## config.mk

```make
export PLATFORM = sky130hd
export DESIGN_NAME = multi_slot_led_blink_scheduler_top
export DESIGN_NICKNAME = d
export VERILOG_FILES = /design/src/mslb_pkg.sv /design/src/mslb_ram.sv /design/src/mslb_ctrl.sv /design/src/mslb_dp.sv /design/src/multi_slot_led_blink_scheduler_top.sv
export VERILOG_INCLUDE_DIRS = /design/src /design/src/src
export SDC_FILE = /design/constraint.sdc
export NUM_CORES = 2
export LEC_CHECK = 0
export ABC_CLOCK_PERIOD_IN_PS = 12440
export BUFFER_PORTS_ARGS = -buffer_cell sky130_fd_sc_hd__buf_2
export CORE_MARGIN = 2
export CORE_UTILIZATION = 40
export CTS_BUF_LIST = sky130_fd_sc_hd__clkbuf_4
export CTS_CLUSTER_DIAMETER = 100
export CTS_CLUSTER_SIZE = 25
export DETAILED_ROUTE_END_ITERATION = 10
export SLEW_MARGIN = 20
export SYNTH_ARGS = -nofsm -noshare
export SYNTH_HDL_FRONTEND = slang
export SYNTH_SLANG_ARGS = --single-unit
```

## constraint.sdc

```tcl
create_clock -name i_clk -period 12.44 [get_ports i_clk]
set_input_delay 0.622 -clock i_clk [delete_from_list [all_inputs] [get_ports i_clk]]
set_output_delay 0.622 -clock i_clk [all_outputs]
set_load 0.1 [all_outputs]
```

## src/assert_macros.svh

```systemverilog
// Assertion helpers shared by the RTL.
`ifndef ASSERT_MACROS_SVH
`define ASSERT_MACROS_SVH

// Same-cycle implication, held off while reset is low.
`define ASSERT_IMP(label, clk, rst_n, ante, cons, msg) \
    label: assert property (@(posedge clk) disable iff (!rst_n) (ante) |-> (cons)) \
        else $error(msg);

// Next-cycle implication, held off while reset is low.
`define ASSERT_NXT(label, clk, rst_n, ante, cons, msg) \
    label: assert property (@(posedge clk) disable iff (!rst_n) (ante) |=> (cons)) \
        else $error(msg);

`endif

```

## src/mslb_pkg.sv

```systemverilog
`default_nettype none

package mslb_pkg;

    // Input item opcodes; code 3 is ignored
    typedef enum logic [1:0] {
        OP_START = 2'd0,
        OP_STOP  = 2'd1,
        OP_TICK  = 2'd2
    } t_opcode;

    // Result status codes
    localparam logic [1:0] ST_OK      = 2'd0;
    localparam logic [1:0] ST_PIN_OFF = 2'd1;
    localparam logic [1:0] ST_NO_SLOT = 2'd2;

    // Controller states
    typedef enum logic [1:0] {
        S_IDLE,
        S_DECODE,
        S_STOP_EMIT,
        S_WALK
    } t_state;

    // Kind of result the datapath builds this cycle
    typedef enum logic [2:0] {
        RES_NONE,
        RES_START,
        RES_REFUSE,
        RES_STOP,
        RES_STOP_MISS,
        RES_IGNORE,
        RES_TICK_SLOT,
        RES_TICK_EMPTY
    } t_res_kind;

    // Commands from controller to datapath
    typedef struct packed {
        logic      take_item;
        logic      stop_rd;
        logic      walk_first;
        logic      walk_next;
        logic      tick_begin;
        t_res_kind res;
    } t_dp_cmd;

    // Status from datapath to controller
    typedef struct packed {
        t_opcode op;
        logic    start_ok;
        logic    stop_ok;
        logic    timer_on;
        logic    any_live;
        logic    has_next;
        logic    out_free;
    } t_dp_status;

endpackage

`default_nettype wire

```

## src/mslb_ram.sv

```systemverilog
`default_nettype none

module mslb_ram #(
    parameter int WIDTH = 8,
    parameter int DEPTH = 4,
    localparam int AW = (DEPTH > 1) ? $clog2(DEPTH) : 1
) (
    input  wire logic             i_clk,
    input  wire logic             i_we,
    input  wire logic [AW-1:0]    i_waddr,
    input  wire logic [WIDTH-1:0] i_wdata,
    input  wire logic             i_re,
    input  wire logic [AW-1:0]    i_raddr,
    output logic      [WIDTH-1:0] o_rdata
);

    logic [WIDTH-1:0] r_mem [DEPTH];
    logic [WIDTH-1:0] r_rdata;

    // Write one entry, read one entry into the output register
    always_ff @(posedge i_clk) begin
        if (i_we) begin
            r_mem[i_waddr] <= i_wdata;
        end
        if (i_re) begin
            r_rdata <= r_mem[i_raddr];
        end
    end

    assign o_rdata = r_rdata;

endmodule

`default_nettype wire

```

## src/mslb_ctrl.sv

```systemverilog
`default_nettype none

module mslb_ctrl (
    input  wire logic                 i_clk,
    input  wire logic                 i_rst_n,
    input  wire logic                 i_valid,
    output logic                      o_ready,
    input  wire mslb_pkg::t_dp_status i_status,
    output mslb_pkg::t_dp_cmd         o_cmd
);

    import mslb_pkg::*;

    t_state r_state;
    t_state n_state;

    // State register
    always_ff @(posedge i_clk) begin
        if (!i_rst_n) begin
            r_state <= S_IDLE;
        end else begin
            r_state <= n_state;
        end
    end

    // Next state and commands
    always_comb begin
        n_state           = r_state;
        o_cmd.take_item   = 1'b0;
        o_cmd.stop_rd     = 1'b0;
        o_cmd.walk_first  = 1'b0;
        o_cmd.walk_next   = 1'b0;
        o_cmd.tick_begin  = 1'b0;
        o_cmd.res         = RES_NONE;
        case (r_state)
            S_IDLE: begin
                if (i_valid) begin
                    o_cmd.take_item = 1'b1;
                    n_state         = S_DECODE;
                end
            end
            S_DECODE: begin
                case (i_status.op)
                    OP_START: begin
                        if (i_status.out_free) begin
                            o_cmd.res = i_status.start_ok ? RES_START : RES_REFUSE;
                            n_state   = S_IDLE;
                        end
                    end
                    OP_STOP: begin
                        if (i_status.stop_ok) begin
                            o_cmd.stop_rd = 1'b1;
                            n_state       = S_STOP_EMIT;
                        end else if (i_status.out_free) begin
                            o_cmd.res = RES_STOP_MISS;
                            n_state   = S_IDLE;
                        end
                    end
                    OP_TICK: begin
                        if (!i_status.timer_on) begin
                            if (i_status.out_free) begin
                                o_cmd.res = RES_IGNORE;
                                n_state   = S_IDLE;
                            end
                        end else if (i_status.any_live) begin
                            o_cmd.tick_begin = 1'b1;
                            o_cmd.walk_first = 1'b1;
                            n_state          = S_WALK;
                        end else if (i_status.out_free) begin
                            o_cmd.res = RES_TICK_EMPTY;
                            n_state   = S_IDLE;
                        end
                    end
                    default: begin
                        if (i_status.out_free) begin
                            o_cmd.res = RES_IGNORE;
                            n_state   = S_IDLE;
                        end
                    end
                endcase
            end
            S_STOP_EMIT: begin
                if (i_status.out_free) begin
                    o_cmd.res = RES_STOP;
                    n_state   = S_IDLE;
                end
            end
            S_WALK: begin
                // One live slot per cycle while the output register is free; the next read overlaps this write
                if (i_status.out_free) begin
                    o_cmd.res = RES_TICK_SLOT;
                    if (i_status.has_next) begin
                        o_cmd.walk_next = 1'b1;
                    end else begin
                        n_state = S_IDLE;
                    end
                end
            end
            default: begin
                n_state = S_IDLE;
            end
        endcase
    end

    assign o_ready = (r_state == S_IDLE);

endmodule

`default_nettype wire

```

## src/mslb_dp.sv

```systemverilog
`default_nettype none

module mslb_dp #(
    parameter int SLOT_COUNT = 20,
    parameter int PIN_COUNT  = 32,
    parameter int TIME_BITS  = 16
) (
    input  wire logic                 i_clk,
    input  wire logic                 i_rst_n,
    input  wire mslb_pkg::t_dp_cmd    i_cmd,
    output mslb_pkg::t_dp_status      o_status,
    input  wire logic [1:0]           i_opcode,
    input  wire logic [4:0]           i_pin,
    input  wire logic                 i_active_level,
    input  wire logic                 i_blink_mode,
    input  wire logic [15:0]          i_on_ticks,
    input  wire logic [15:0]          i_off_ticks,
    input  wire logic [15:0]          i_blink_limit,
    input  wire logic [4:0]           i_slot,
    input  wire logic                 i_cfg_valid,
    input  wire logic [31:0]          i_cfg_data,
    input  wire logic                 i_out_ready,
    output logic                      o_out_valid,
    output logic [1:0]                o_status_code,
    output logic [4:0]                o_slot_index,
    output logic                      o_write_valid,
    output logic [4:0]                o_pin_out,
    output logic                      o_level_out,
    output logic                      o_ticking,
    output logic                      o_last
);

    import mslb_pkg::*;

    localparam int SW = (SLOT_COUNT > 1) ? $clog2(SLOT_COUNT) : 1;
    localparam int TB = TIME_BITS;
    localparam logic [TB:0]   ONE_P = 1;
    localparam logic [TB-1:0] ONE_T = 1;

    // One slot record as held in the slot memory
    typedef struct packed {
        logic [4:0]    pin;
        logic          pol;
        logic          blink;
        logic [TB-1:0] on_ticks;
        logic [TB-1:0] off_ticks;
        logic [TB-1:0] limit;
        logic [TB:0]   phase;
        logic [TB-1:0] done;
    } t_rec;

    // Outcome of one tick on a slot
    typedef struct packed {
        logic [TB:0]   phase;
        logic [TB-1:0] done;
        logic          ended;
        logic          lvl;
    } t_adv;

    // Advance one slot by one tick; the period sum and both count compares run side by side
    function automatic t_adv f_advance(t_rec rec);
        logic [TB:0] period;
        logic [TB:0] ph1;
        logic        wrap;
        logic        ge_now;
        logic        ge_inc;
        logic        ph_ge_on;
        logic        dark;
        t_adv        a;
        period   = {1'b0, rec.on_ticks} + {1'b0, rec.off_ticks};
        ph1      = rec.phase + ONE_P;
        wrap     = (ph1 == period);
        ge_now   = (rec.done >= rec.limit);
        ge_inc   = ((rec.done + ONE_T) >= rec.limit);
        ph_ge_on = (ph1 >= {1'b0, rec.on_ticks});
        dark     = wrap ? (rec.on_ticks == '0) : ph_ge_on;
        a.phase  = !rec.blink ? rec.phase : (wrap ? '0 : ph1);
        a.done   = (rec.blink && wrap) ? rec.done + ONE_T : rec.done;
        a.ended  = rec.blink && (wrap ? ge_inc : ge_now);
        a.lvl    = (a.ended || (rec.blink && dark)) ? ~rec.pol : rec.pol;
        return a;
    endfunction

    // Item register
    logic [1:0]          r_op;
    logic [4:0]          r_pin;
    logic                r_lvl;
    logic                r_blink;
    logic [TB-1:0]       r_on;
    logic [TB-1:0]       r_off;
    logic [TB-1:0]       r_lim;
    logic [4:0]          r_slot;

    // Control state
    logic [31:0]           r_mask;
    logic [SLOT_COUNT-1:0] r_live;
    logic [SLOT_COUNT-1:0] r_ends;
    logic                  r_timer;
    logic                  r_still;
    logic [SW-1:0]         r_walk;

    // End-prediction stage
    logic                  r_pd_vld;
    logic [SW-1:0]         r_pd_idx;
    t_rec                  r_pd_rec;

    // Output register
    logic       r_out_vld;
    logic [1:0] r_out_status;
    logic [4:0] r_out_idx;
    logic       r_out_wv;
    logic [4:0] r_out_pin;
    logic       r_out_lvl;
    logic       r_out_tick;
    logic       r_out_last;
    logic [1:0] n_out_status;
    logic [4:0] n_out_idx;
    logic       n_out_wv;
    logic [4:0] n_out_pin;
    logic       n_out_lvl;
    logic       n_out_tick;
    logic       n_out_last;

    logic [SW-1:0] w_free;
    logic          w_has_free;
    logic [SW-1:0] w_first;
    logic [SW-1:0] w_next;
    logic          w_has_next;
    logic [SW-1:0] w_stop_idx;
    logic          w_pin_ok;
    logic          w_stop_ok;
    logic          w_still;
    logic          w_out_free;
    logic          w_emit;

    t_rec          w_rd;
    t_rec          w_new_rec;
    t_rec          w_upd_rec;
    t_adv          w_adv;
    t_adv          w_pd_adv;

    logic                  w_we;
    logic [SW-1:0]         w_waddr;
    t_rec                  w_wdata;
    logic                  w_re;
    logic [SW-1:0]         w_raddr;
    logic [$bits(t_rec)-1:0] w_rdata;

    // Capture the item on transfer
    always_ff @(posedge i_clk) begin
        if (i_cmd.take_item) begin
            r_op    <= i_opcode;
            r_pin   <= i_pin;
            r_lvl   <= i_active_level;
            r_blink <= i_blink_mode;
            r_on    <= TB'(i_on_ticks);
            r_off   <= TB'(i_off_ticks);
            r_lim   <= TB'(i_blink_limit);
            r_slot  <= i_slot;
        end
    end

    // Lowest free slot, first live slot and next live slot above the walk
    always_comb begin
        w_free     = '0;
        w_has_free = 1'b0;
        w_first    = '0;
        w_next     = '0;
        w_has_next = 1'b0;
        for (int i = SLOT_COUNT - 1; i >= 0; i--) begin
            if (!r_live[i]) begin
                w_free     = SW'(i);
                w_has_free = 1'b1;
            end
            if (r_live[i]) begin
                w_first = SW'(i);
            end
            if (r_live[i] && (i > int'(r_walk))) begin
                w_next     = SW'(i);
                w_has_next = 1'b1;
            end
        end
    end

    assign w_stop_idx = SW'(r_slot);
    assign w_pin_ok   = ({27'd0, r_pin} < 32'(PIN_COUNT)) && r_mask[r_pin];
    assign w_stop_ok  = ({27'd0, r_slot} < 32'(SLOT_COUNT)) && r_live[w_stop_idx];
    assign w_still    = |(r_live & ~r_ends);
    assign w_out_free = !r_out_vld || i_out_ready;
    assign w_emit     = (i_cmd.res != RES_NONE);

    assign o_status.op       = t_opcode'(r_op);
    assign o_status.start_ok = w_pin_ok && w_has_free;
    assign o_status.stop_ok  = w_stop_ok;
    assign o_status.timer_on = r_timer;
    assign o_status.any_live = |r_live;
    assign o_status.has_next = w_has_next;
    assign o_status.out_free = w_out_free;

    // Slot memory: write the current record, read the next one
    assign w_rd = t_rec'(w_rdata);

    always_comb begin
        w_new_rec           = '0;
        w_new_rec.pin       = r_pin;
        w_new_rec.pol       = r_lvl;
        w_new_rec.blink     = r_blink;
        w_new_rec.on_ticks  = r_on;
        w_new_rec.off_ticks = r_off;
        w_new_rec.limit     = r_lim;
    end

    assign w_adv = f_advance(w_rd);

    always_comb begin
        w_upd_rec       = w_rd;
        w_upd_rec.phase = w_adv.phase;
        w_upd_rec.done  = w_adv.done;
    end

    assign w_we    = (i_cmd.res == RES_START) || (i_cmd.res == RES_TICK_SLOT);
    assign w_waddr = (i_cmd.res == RES_START) ? w_free : r_walk;
    assign w_wdata = (i_cmd.res == RES_START) ? w_new_rec : w_upd_rec;
    assign w_re    = i_cmd.stop_rd || i_cmd.walk_first || i_cmd.walk_next;

    always_comb begin
        if (i_cmd.stop_rd) begin
            w_raddr = w_stop_idx;
        end else if (i_cmd.walk_first) begin
            w_raddr = w_first;
        end else begin
            w_raddr = w_next;
        end
    end

    mslb_ram #(
        .WIDTH ($bits(t_rec)),
        .DEPTH (SLOT_COUNT)
    ) u_slot_ram (
        .i_clk   (i_clk),
        .i_we    (w_we),
        .i_waddr (w_waddr),
        .i_wdata (w_wdata),
        .i_re    (w_re),
        .i_raddr (w_raddr),
        .o_rdata (w_rdata)
    );

    // Predict whether a slot ends on its next tick, in the cycle after its record is written
    assign w_pd_adv = f_advance(r_pd_rec);

    always_ff @(posedge i_clk) begin
        if (w_we) begin
            r_pd_idx <= w_waddr;
            r_pd_rec <= w_wdata;
        end
    end

    // Live bits, end flags, timer, walk pointer and mask
    always_ff @(posedge i_clk) begin
        if (!i_rst_n) begin
            r_mask   <= '0;
            r_live   <= '0;
            r_ends   <= '0;
            r_timer  <= 1'b0;
            r_still  <= 1'b0;
            r_walk   <= '0;
            r_pd_vld <= 1'b0;
        end else begin
            r_pd_vld <= w_we;
            if (i_cfg_valid) begin
                r_mask <= i_cfg_data;
            end
            if (r_pd_vld) begin
                r_ends[r_pd_idx] <= w_pd_adv.ended;
            end
            if (i_cmd.tick_begin) begin
                r_still <= w_still;
            end
            if (i_cmd.walk_first) begin
                r_walk <= w_first;
            end else if (i_cmd.walk_next) begin
                r_walk <= w_next;
            end
            case (i_cmd.res)
                RES_START: begin
                    r_live[w_free] <= 1'b1;
                    r_timer        <= 1'b1;
                end
                RES_STOP: begin
                    r_live[w_stop_idx] <= 1'b0;
                end
                RES_TICK_SLOT: begin
                    if (w_adv.ended) begin
                        r_live[r_walk] <= 1'b0;
                    end
                    if (!w_has_next) begin
                        r_timer <= r_still;
                    end
                end
                RES_TICK_EMPTY: begin
                    r_timer <= 1'b0;
                end
                default: begin
                end
            endcase
        end
    end

    // Build the next result
    always_comb begin
        n_out_status = ST_OK;
        n_out_idx    = '0;
        n_out_wv     = 1'b0;
        n_out_pin    = '0;
        n_out_lvl    = 1'b0;
        n_out_tick   = r_timer;
        n_out_last   = 1'b1;
        case (i_cmd.res)
            RES_START: begin
                n_out_idx  = 5'(w_free);
                n_out_wv   = 1'b1;
                n_out_pin  = r_pin;
                n_out_lvl  = r_lvl;
                n_out_tick = 1'b1;
            end
            RES_REFUSE: begin
                n_out_status = w_pin_ok ? ST_NO_SLOT : ST_PIN_OFF;
            end
            RES_STOP: begin
                n_out_idx = r_slot;
                n_out_wv  = 1'b1;
                n_out_pin = w_rd.pin;
                n_out_lvl = ~w_rd.pol;
            end
            RES_STOP_MISS: begin
                n_out_idx = r_slot;
            end
            RES_TICK_SLOT: begin
                n_out_idx  = 5'(r_walk);
                n_out_wv   = 1'b1;
                n_out_pin  = w_rd.pin;
                n_out_lvl  = w_adv.lvl;
                n_out_tick = r_still;
                n_out_last = !w_has_next;
            end
            RES_TICK_EMPTY: begin
                n_out_tick = w_still;
            end
            default: begin
            end
        endcase
    end

    // Output register: hold until transfer
    always_ff @(posedge i_clk) begin
        if (!i_rst_n) begin
            r_out_vld <= 1'b0;
        end else if (w_emit) begin
            r_out_vld <= 1'b1;
        end else if (i_out_ready) begin
            r_out_vld <= 1'b0;
        end
    end

    always_ff @(posedge i_clk) begin
        if (w_emit) begin
            r_out_status <= n_out_status;
            r_out_idx    <= n_out_idx;
            r_out_wv     <= n_out_wv;
            r_out_pin    <= n_out_pin;
            r_out_lvl    <= n_out_lvl;
            r_out_tick   <= n_out_tick;
            r_out_last   <= n_out_last;
        end
    end

    assign o_out_valid   = r_out_vld;
    assign o_status_code = r_out_status;
    assign o_slot_index  = r_out_idx;
    assign o_write_valid = r_out_wv;
    assign o_pin_out     = r_out_pin;
    assign o_level_out   = r_out_lvl;
    assign o_ticking     = r_out_tick;
    assign o_last        = r_out_last;

endmodule

`default_nettype wire

```

## src/multi_slot_led_blink_scheduler_top.sv

```systemverilog
// LED slot scheduler. Start, stop and tick items arrive on a valid/ready channel; results
// leave on another through a one-entry output register, so an item may be taken while the
// last result still waits. An item is taken only when the previous one has finished. A start,
// refused start, ignored item or ignored stop gives its result from the decode state, a valid
// stop from the stop-emit state after its slot record is read. While the timer runs, a tick
// gives one pin write per live slot, one per cycle while the output is not stalled; the pace is
// set by the slot memory, which writes one record and reads the next each cycle. A stalled
// output port holds the walk. The pin enable mask is written on its own port and is always ready.
`default_nettype none

`include "assert_macros.svh"

module multi_slot_led_blink_scheduler_top #(
    parameter int SLOT_COUNT = 20,
    parameter int PIN_COUNT  = 32,
    parameter int TIME_BITS  = 16
) (
    input  wire logic        i_clk,
    input  wire logic        i_rst_n,
    input  wire logic        i_valid,
    output logic             o_ready,
    input  wire logic [1:0]  i_opcode,
    input  wire logic [4:0]  i_pin,
    input  wire logic        i_active_level,
    input  wire logic        i_blink_mode,
    input  wire logic [15:0] i_on_ticks,
    input  wire logic [15:0] i_off_ticks,
    input  wire logic [15:0] i_blink_limit,
    input  wire logic [4:0]  i_slot,
    output logic             o_valid,
    input  wire logic        i_ready,
    output logic [1:0]       o_status,
    output logic [4:0]       o_slot_index,
    output logic             o_write_valid,
    output logic [4:0]       o_pin_out,
    output logic             o_level_out,
    output logic             o_ticking,
    output logic             o_last,
    input  wire logic        i_cfg_valid,
    output logic             o_cfg_ready,
    input  wire logic [31:0] i_cfg_data
);

    import mslb_pkg::*;

    t_dp_cmd    w_cmd;
    t_dp_status w_status;

    mslb_ctrl u_ctrl (
        .i_clk    (i_clk),
        .i_rst_n  (i_rst_n),
        .i_valid  (i_valid),
        .o_ready  (o_ready),
        .i_status (w_status),
        .o_cmd    (w_cmd)
    );

    mslb_dp #(
        .SLOT_COUNT (SLOT_COUNT),
        .PIN_COUNT  (PIN_COUNT),
        .TIME_BITS  (TIME_BITS)
    ) u_dp (
        .i_clk          (i_clk),
        .i_rst_n        (i_rst_n),
        .i_cmd          (w_cmd),
        .o_status       (w_status),
        .i_opcode       (i_opcode),
        .i_pin          (i_pin),
        .i_active_level (i_active_level),
        .i_blink_mode   (i_blink_mode),
        .i_on_ticks     (i_on_ticks),
        .i_off_ticks    (i_off_ticks),
        .i_blink_limit  (i_blink_limit),
        .i_slot         (i_slot),
        .i_cfg_valid    (i_cfg_valid),
        .i_cfg_data     (i_cfg_data),
        .i_out_ready    (i_ready),
        .o_out_valid    (o_valid),
        .o_status_code  (o_status),
        .o_slot_index   (o_slot_index),
        .o_write_valid  (o_write_valid),
        .o_pin_out      (o_pin_out),
        .o_level_out    (o_level_out),
        .o_ticking      (o_ticking),
        .o_last         (o_last)
    );

    assign o_cfg_ready = 1'b1;

    // A result that writes no pin carries a zero pin and level
    `ASSERT_IMP(a_nowrite_zero, i_clk, i_rst_n, o_valid && !o_write_valid,
                (o_pin_out == 5'd0) && (o_level_out == 1'b0),
                "pin write fields set without write")
    // A refused start is a single result with no pin write
    `ASSERT_IMP(a_refuse_single, i_clk, i_rst_n, o_valid && (o_status != ST_OK),
                !o_write_valid && o_last,
                "refused start wrote a pin or was not last")
    // Only a tick walk gives several results, and each of them writes a pin
    `ASSERT_IMP(a_walk_writes, i_clk, i_rst_n, o_valid && !o_last,
                o_write_valid && (o_status == ST_OK),
                "non-final result without a pin write")
    // After a transfer in, the item is decoded before another is taken
    `ASSERT_NXT(a_decode_busy, i_clk, i_rst_n, w_cmd.take_item, !o_ready,
                "item taken while decoding")

endmodule

`default_nettype wire
```

# ---- Word level (Yosys, flattened, before mapping)
# Memories as Yosys holds them, arrays and structs flattened. A register that Yosys moved wholly into a read port is not among the register bits.
# Cells that the tools add are included.
dict set report word_totals {
  ramBits 1760
  input_bits 99
  memories 1
  output_inout_bits 19
  ff_bits 248
}
# name words word_bits rd rd_ports_with_merged_regs wr line_no
set memory_table {}
lappend memory_table {u_dp.u_slot_ram.r_mem 20 88 1 1 1 mslb_ram.sv:17} ;# logic [WIDTH-1:0] r_mem [DEPTH];
dict set report op_classes {
  addsub 6
  reduce_logical 52
  muxes 171
  magnitude_cmp 34
  n_eq_ne 18
  n_bitwise 8
}
# operator count
set op_table {}
lappend op_table {{2-to-1 mux 5 bit} 64}
lappend op_table {{2-to-1 mux 88 bit} 1}
lappend op_table {{2-to-1 mux 1 bit} 66}
lappend op_table {{>= comparator 16 bit} 4}
lappend op_table {{AND 20 bit} 3}
lappend op_table {{inverter 20 bit} 3}
lappend op_table {{one-hot mux 20 bit (3 select lines)} 1}
lappend op_table {{greater-than comparator 4 x 5 -> 1 bit, first input constant} 8}
lappend op_table {{OR reduction 20 bit} 2}
lappend op_table {{adder 16 x 16 -> 17 bit} 2}
lappend op_table {{adder 17 x 1 -> 17 bit, second input constant} 2}
lappend op_table {{equality test 17 bit} 2}
lappend op_table {{2-to-1 mux 17 bit} 2}
lappend op_table {{adder 16 x 1 -> 16 bit, second input constant} 2}
lappend op_table {{less-than comparator 5 x 6 -> 1 bit, second input constant} 5}
lappend op_table {{logical AND 1 bit} 29}
lappend op_table {{2-to-1 mux 3 bit} 8}
lappend op_table {{2-to-1 mux 2 bit} 11}
lappend op_table {{bitwise mux 20 bit} 1}
lappend op_table {{demux 1 bit (select 5 bit)} 4}
lappend op_table {{>= comparator 5 x 1 -> 1 bit, second input constant} 4}
lappend op_table {{greater-than comparator 3 x 5 -> 1 bit, first input constant} 4}
lappend op_table {{greater-than comparator 5 bit, first input constant} 4}
lappend op_table {{2-to-1 mux 20 bit} 1}
lappend op_table {{31 further kinds} 56}

# ---- Depth between registers and ports, before layout
dict set report logic_depth {
  ltp_word 29
  ltp_mapped 18
}

# ---- Modules after synthesis
# A second synthesis with hierarchy kept.
dict set report hier_totals {
  hier_cells 5420
  area_unflattened_um2 86974.7
}
# module cells_per_inst seq_area_each_um2 area_per_inst_um2 n_inst
set modules_own_cells {}
lappend modules_own_cells {mslb_ram 3589 55493.2 69928.3 1}
lappend modules_own_cells {mslb_dp 1785 6576.3 16731.0 1}
lappend modules_own_cells {mslb_ctrl 44 40.0 304.0 1}
lappend modules_own_cells {multi_slot_led_blink_scheduler_top 2 0.0 11.3 1}

# ---- Worst setup path after synthesis
# OpenSTA, ideal clock, no wires.
dict set report synth_timing {
  path_kind {register to register}
  start {reg u_dp.r_slot[0]}
  end {mem u_dp.u_slot_ram.r_mem[8][0] in the netlist's numbering (enable)}
  setup_time_ps 751
  period_less_slack_ps 12240
  slack_ps 200
  t_arrival_ps 11490
  stages_incl_launch_ff 14
  cell_sequence {edfxtp_1 -> buf_2 -> mux2_2 -> o22ai_1 -> o31ai_1 -> nor3_1 -> o311ai_1 -> or3b_2 -> clkbuf_1 -> clkbuf_1 -> a21oi_1 -> inv_1 -> clkbuf_1 -> nor4_1}
}
dict set report synth_between {
  elab_cells_between_ends 13
}
# element line_no
set synth_rtl {}
lappend synth_rtl {{start, declared} mslb_dp.sv:92} ;# logic [4:0] r_slot;
lappend synth_rtl {{start signal, assigned} mslb_dp.sv:159} ;# r_slot <= i_slot;
lappend synth_rtl {{binary-select mux 1 bit (select 5 bit)} mslb_dp.sv:187} ;# assign w_stop_ok = ({27'd0, r_slot} < 32'(SLOT_COUNT)) && r_live[w_stop_idx];
lappend synth_rtl {{2-to-1 mux 1 bit (not written as such)} mslb_dp.sv:187}
lappend synth_rtl {{logical AND 1 bit *} mslb_dp.sv:187}
lappend synth_rtl {{2-to-1 mux 3 bit *} mslb_ctrl.sv:51} ;# if (i_status.stop_ok) begin
lappend synth_rtl {{one-hot mux 3 bit (3 select lines) *} mslb_ctrl.sv:43} ;# case (i_status.op)
lappend synth_rtl {{one-hot mux 3 bit (3 select lines) *} mslb_ctrl.sv:35} ;# case (r_state)
lappend synth_rtl {{equality test 3 x 1 -> 1 bit *} mslb_dp.sv:222} ;# assign w_waddr = (i_cmd.res == RES_START) ? w_free : r_walk;
lappend synth_rtl {{2-to-1 mux 5 bit *} mslb_dp.sv:222}
lappend synth_rtl {{net u_dp.u_slot_ram.i_waddr[1]} mslb_ram.sv:10} ;# input wire logic [AW-1:0] i_waddr,
lappend synth_rtl {{end, declared} mslb_ram.sv:17}
# The timed path passes the listed nets; every way through them passes the cells marked *. The select of a mux whose other input is x is not followed.

# ---- Worst setup path in the final report
dict set report layout_timing {
  start {reg u_dp.r_slot[0]}
  end {mem u_dp.u_slot_ram.r_mem[14][40] in the netlist's numbering (enable)}
}
dict set report layout_between {
  elab_chain_cells 10
  elab_cells_between_ends 13
}
# element line_no
set layout_lines {}
lappend layout_lines {{binary-select mux 1 bit (select 5 bit)} mslb_dp.sv:187}
lappend layout_lines {{2-to-1 mux 1 bit (not written as such)} mslb_dp.sv:187}
lappend layout_lines {{logical AND 1 bit *} mslb_dp.sv:187}
lappend layout_lines {{2-to-1 mux 3 bit *} mslb_ctrl.sv:51}
lappend layout_lines {{one-hot mux 3 bit (3 select lines) *} mslb_ctrl.sv:43}
lappend layout_lines {{one-hot mux 3 bit (3 select lines) *} mslb_ctrl.sv:35}
lappend layout_lines {{equality test 3 x 1 -> 1 bit or equality test 3 bit (tied branches)} {mslb_dp.sv:221, mslb_dp.sv:222}}
lappend layout_lines {{logical OR 1 bit} mslb_dp.sv:221} ;# assign w_we = (i_cmd.res == RES_START) || (i_cmd.res == RES_TICK_SLOT);
lappend layout_lines {{2-to-1 mux 1 bit} mslb_ram.sv:22} ;# if (i_we) begin
lappend layout_lines {{2-to-1 mux 1 bit (not written as such)} mslb_ram.sv:23} ;# r_mem[i_waddr] <= i_wdata;
# Every way passes the cells marked *; elsewhere a longest branch is shown, timed or not. The select of a mux whose other input is x is not followed.

==> run summary <==
Total CTS buffers = 96
GRT overflow = 0
DP Worst Slack = 5.44 ns
Post-synthesis register bit count = 2096
GRT Util Overall = 21.0%
Initial antenna violation count = 8
Worst path max stage delay = 1.03 ns
Die extent in y = 471 um
Layout cells sized above 1 = 7.29%
Vias per inst = 5.71
Rel. slew slack = 23.7%
Tcrit/Tclk final = 58.8%
First-pass GRT wire length = 353000 um
Most common cell after layout, fill and taps aside = edfxtp_1
Clock slew at reported path FFs = 0.28 ns
Post-Synthesis Cell Area = 87300 um^2
RSZ-0062 raised after global routing = no
Routed wire length = 239000 um
Top_reg_cell synth = edfxtp_1
Post-CTS Setup Bufs = 0
Core area = 217000 um^2
Io pins = 118
Dominant cell type by area after synthesis = edfxtp_1
ANT nets after route = 0
Worst VDD drop = 0.0000841 V
Max Cap Violations = 0
Final net count = 6834
CP max stage cell = edfxtp_1
Worst Path Arrival = 8.11 ns
Filler Cell Count = 19515
Die width = 471 um
Clock Path Buffers = 3
Final RePlAce weighted congestion = 0.887
Worst Tran Pin Value = 1.14 ns
Hold Crit Class = in -> reg
Syn_area_per_cell = 13.5 um^2
Setup_tns = 0 ns
Synth Instances = 6460
Yosys cell types = 81
Area of the die = 222000 um^2
CP Launch Type = flop
Hold Violations, Final = 0
Initial DRT Pass Iterations = 7
Via count = 54309
Critical path fanouts, max = 43
Req. time, crit path = 13.24 ns
Commonest non-fill, non-tap cells in the layout = edfxtp_1 (2013), nand2_1 (1351), mux2i_1 (399)
CTS tree = done
Family with the most delay on the worst path = compound AO/OA/AOI/OAI gates
WS Path Type = reg -> reg
Largest net degree at the start of global routing = 164
Warnings from Yosys = 0
Share of the synthesized area in the top cell type = 69.3%
PwrDens = 119 nW/um^2
Post-cts resize count = 0
CTS root buf = clkbuf_4
CP bufs+invs = 3
Initial Utilization = 40.2%
Status = finished, final reports clean
FFs w/ async S/R, synth = 0%
Leak = 30.9 nW
Layout area overhead = 8.44%
Syn nets = 6681
Max-slew violations = 0
Critical-path cell list = mux2_2 -> o22ai_1 -> o31ai_1 -> nor3_1 -> o311ai_1 -> or3b_2 -> a21oi_1 -> inv_1 -> nor3_2 -> buf_4 -> buf_4
Post-synth EDFFs = 2013
Number of global-route vias before repair = 52583
Top cell by count, worst path = buf_4
Top cells by area, synth = edfxtp_1 (69%), nand2_1 (5.8%), mux2i_1 (4.6%)
Clock Latency Late Sink = 1.33 ns
Final critical-path required period = 7.31 ns
Final WS setup = 5.13 ns
HPWL Detailed = 130000 um
Htree depth = 3
Drt initial violations = 5888
Drt wl/cell = 25.1 um
Setup crit end kind = flop
Clk_skew = 0.202 ns
DRC Markers = 0
Fmax = 137 MHz
Final setup vio count = 0
# port buffers = 116
Clk sink count = 2096
Sequential fraction of the synthesis area = 71.2%
# rows = 171
[tightest hold or removal path, stage by stage]
cell and delay, ns:
dlygate4sd3_1 0.53, buf_2 0.12, nor3_1 0.05, a31oi_1 0.19, a21oi_1 0.09
[routing by layer]
layer	GRT usage (%)	wire length (um)
met1	30.2	106000
met2	34.1	113000
met3	2.24	14700
met4	5.24	5160
met5	0	81
[flip-flops by register name, summed over array words and instances (netlist names), 16 cells and up]
signal                   flops
u_dp.r_ends                 20
u_dp.u_slot_ram.r_mem     1760
u_dp.r_lim                  16
u_dp.r_on                   16
u_dp.r_live                 20
u_dp.r_mask                 32
u_dp.r_off                  16
u_dp.u_slot_ram.o_rdata     88
u_dp.r_pd_rec               82
[what timing repair did]
item / CTS / global route
endpoints found under the setup margin: 0 / 0
hold endpoints to repair: 159 / 0
hold buffers: 222 / 0
[cell families after synthesis]
| kind of cell | Yosys count | share of synthesized area, % |
|---|---|---|
| flops | 2096 | 71.2 |
| simple gates | 2155 | 10.6 |
| xor+xnor | 140 | 1.52 |
| mux | 416 | 4.92 |
| compound gates | 1041 | 7.85 |
| fa+ha+maj | 122 | 1.77 |
| buf+inv | 489 | 2.15 |
| other cells | 1 | 0.00430 |
[final cells by class]
cell class	count	area, um^2	area share, %
Antenna cell	10	25.0	0.0264
Inverter	92	345	0.365
Multi-Input combinational cell	3875	23700	25.0
Tap cell	2854	3570	3.77
Sequential cell	2096	62100	65.6
Timing Repair Buffer	452	3800	4.02
Clock inverter	13	179	0.189
Clock buffer	125	938	0.992
[synth_stat cells, types with 7 or more instances]
library cell  count
o21ai_0         114
inv_1            92
o211ai_1         15
mux4_2           10
nor3b_1          12
nand4_1          35
nor2b_1          16
o31ai_1          13
edfxtp_1       2013
mux2i_1         400
a31oi_1         106
and2_1            8
a21oi_1         260
a311oi_1         96
buf_1            52
or3_1            19
a211oi_1         19
o41ai_1           7
o22ai_1         190
o21a_1           28
nor3_1           34
buf_2            10
a21o_1           31
o221ai_1         88
a2111oi_0        10
nand2b_1         21
nand3_1         253
or2_2             9
xor2_1           51
nor2_1          222
nor4_1           26
dfxtp_1          83
nand2_1        1355
and3_1          118
ha_1            120
xnor2_1          82
clkbuf_1        329
[stage by stage]
step / cells / utilization (%) / power [mW] / cell area (um^2) / hold slack, ns
6_report: 9517 / 43.6 / 11.3 / 94600 / 0.303
5_1_grt: 9511 / 43.6 / 11.6 / 94600 / 0.299
4_1_cts: 9507 / 43.6 / 11.3 / 94500 / 0.149
3_5_place_dp: 9147 / 42.0 / 8.82 / 91200 / 0.471
3_3_place_gp: 9147 / 42.0 / 8.81 / 91100 / 0.460
2_1_floorplan: 6460 / - / 8.55 / 87300 / 0.443
[final timing paths]
kind | cells past startpoint | endpoint | from | slack [ns]
setup / recovery | 11 | u_dp.u_slot_ram.r_mem[14][40]$_DFFE_PP_ | u_dp.r_slot[0]$_DFFE_PP_ | 5.13
hold / removal | 5 | u_ctrl.r_state[0]$_SDFFE_PN0P_ | i_valid | 0.30
setup reg to reg | 11 | u_dp.u_slot_ram.r_mem[14][40]$_DFFE_PP_ | u_dp.r_slot[0]$_DFFE_PP_ | 5.13
hold reg to reg | 2 | u_dp.r_ends[16]$_SDFFE_PN0P_ | u_dp.r_ends[16]$_SDFFE_PN0P_ | 0.49
[report_power, final]
| part | total (mW) | internal (mW) | leakage (nW) | switching [mW] |
|---|---|---|---|---|
| Sequential | 7.93 | 7.87 | 18.9 | 0.0567 |
| Clock | 2.55 | 0.515 | 0.654 | 2.04 |
| Combinational | 0.805 | 0.252 | 11.4 | 0.553 |
| Total | 11.3 | 8.64 | 30.9 | 2.65 |
(Power assumes the default switching activity.)
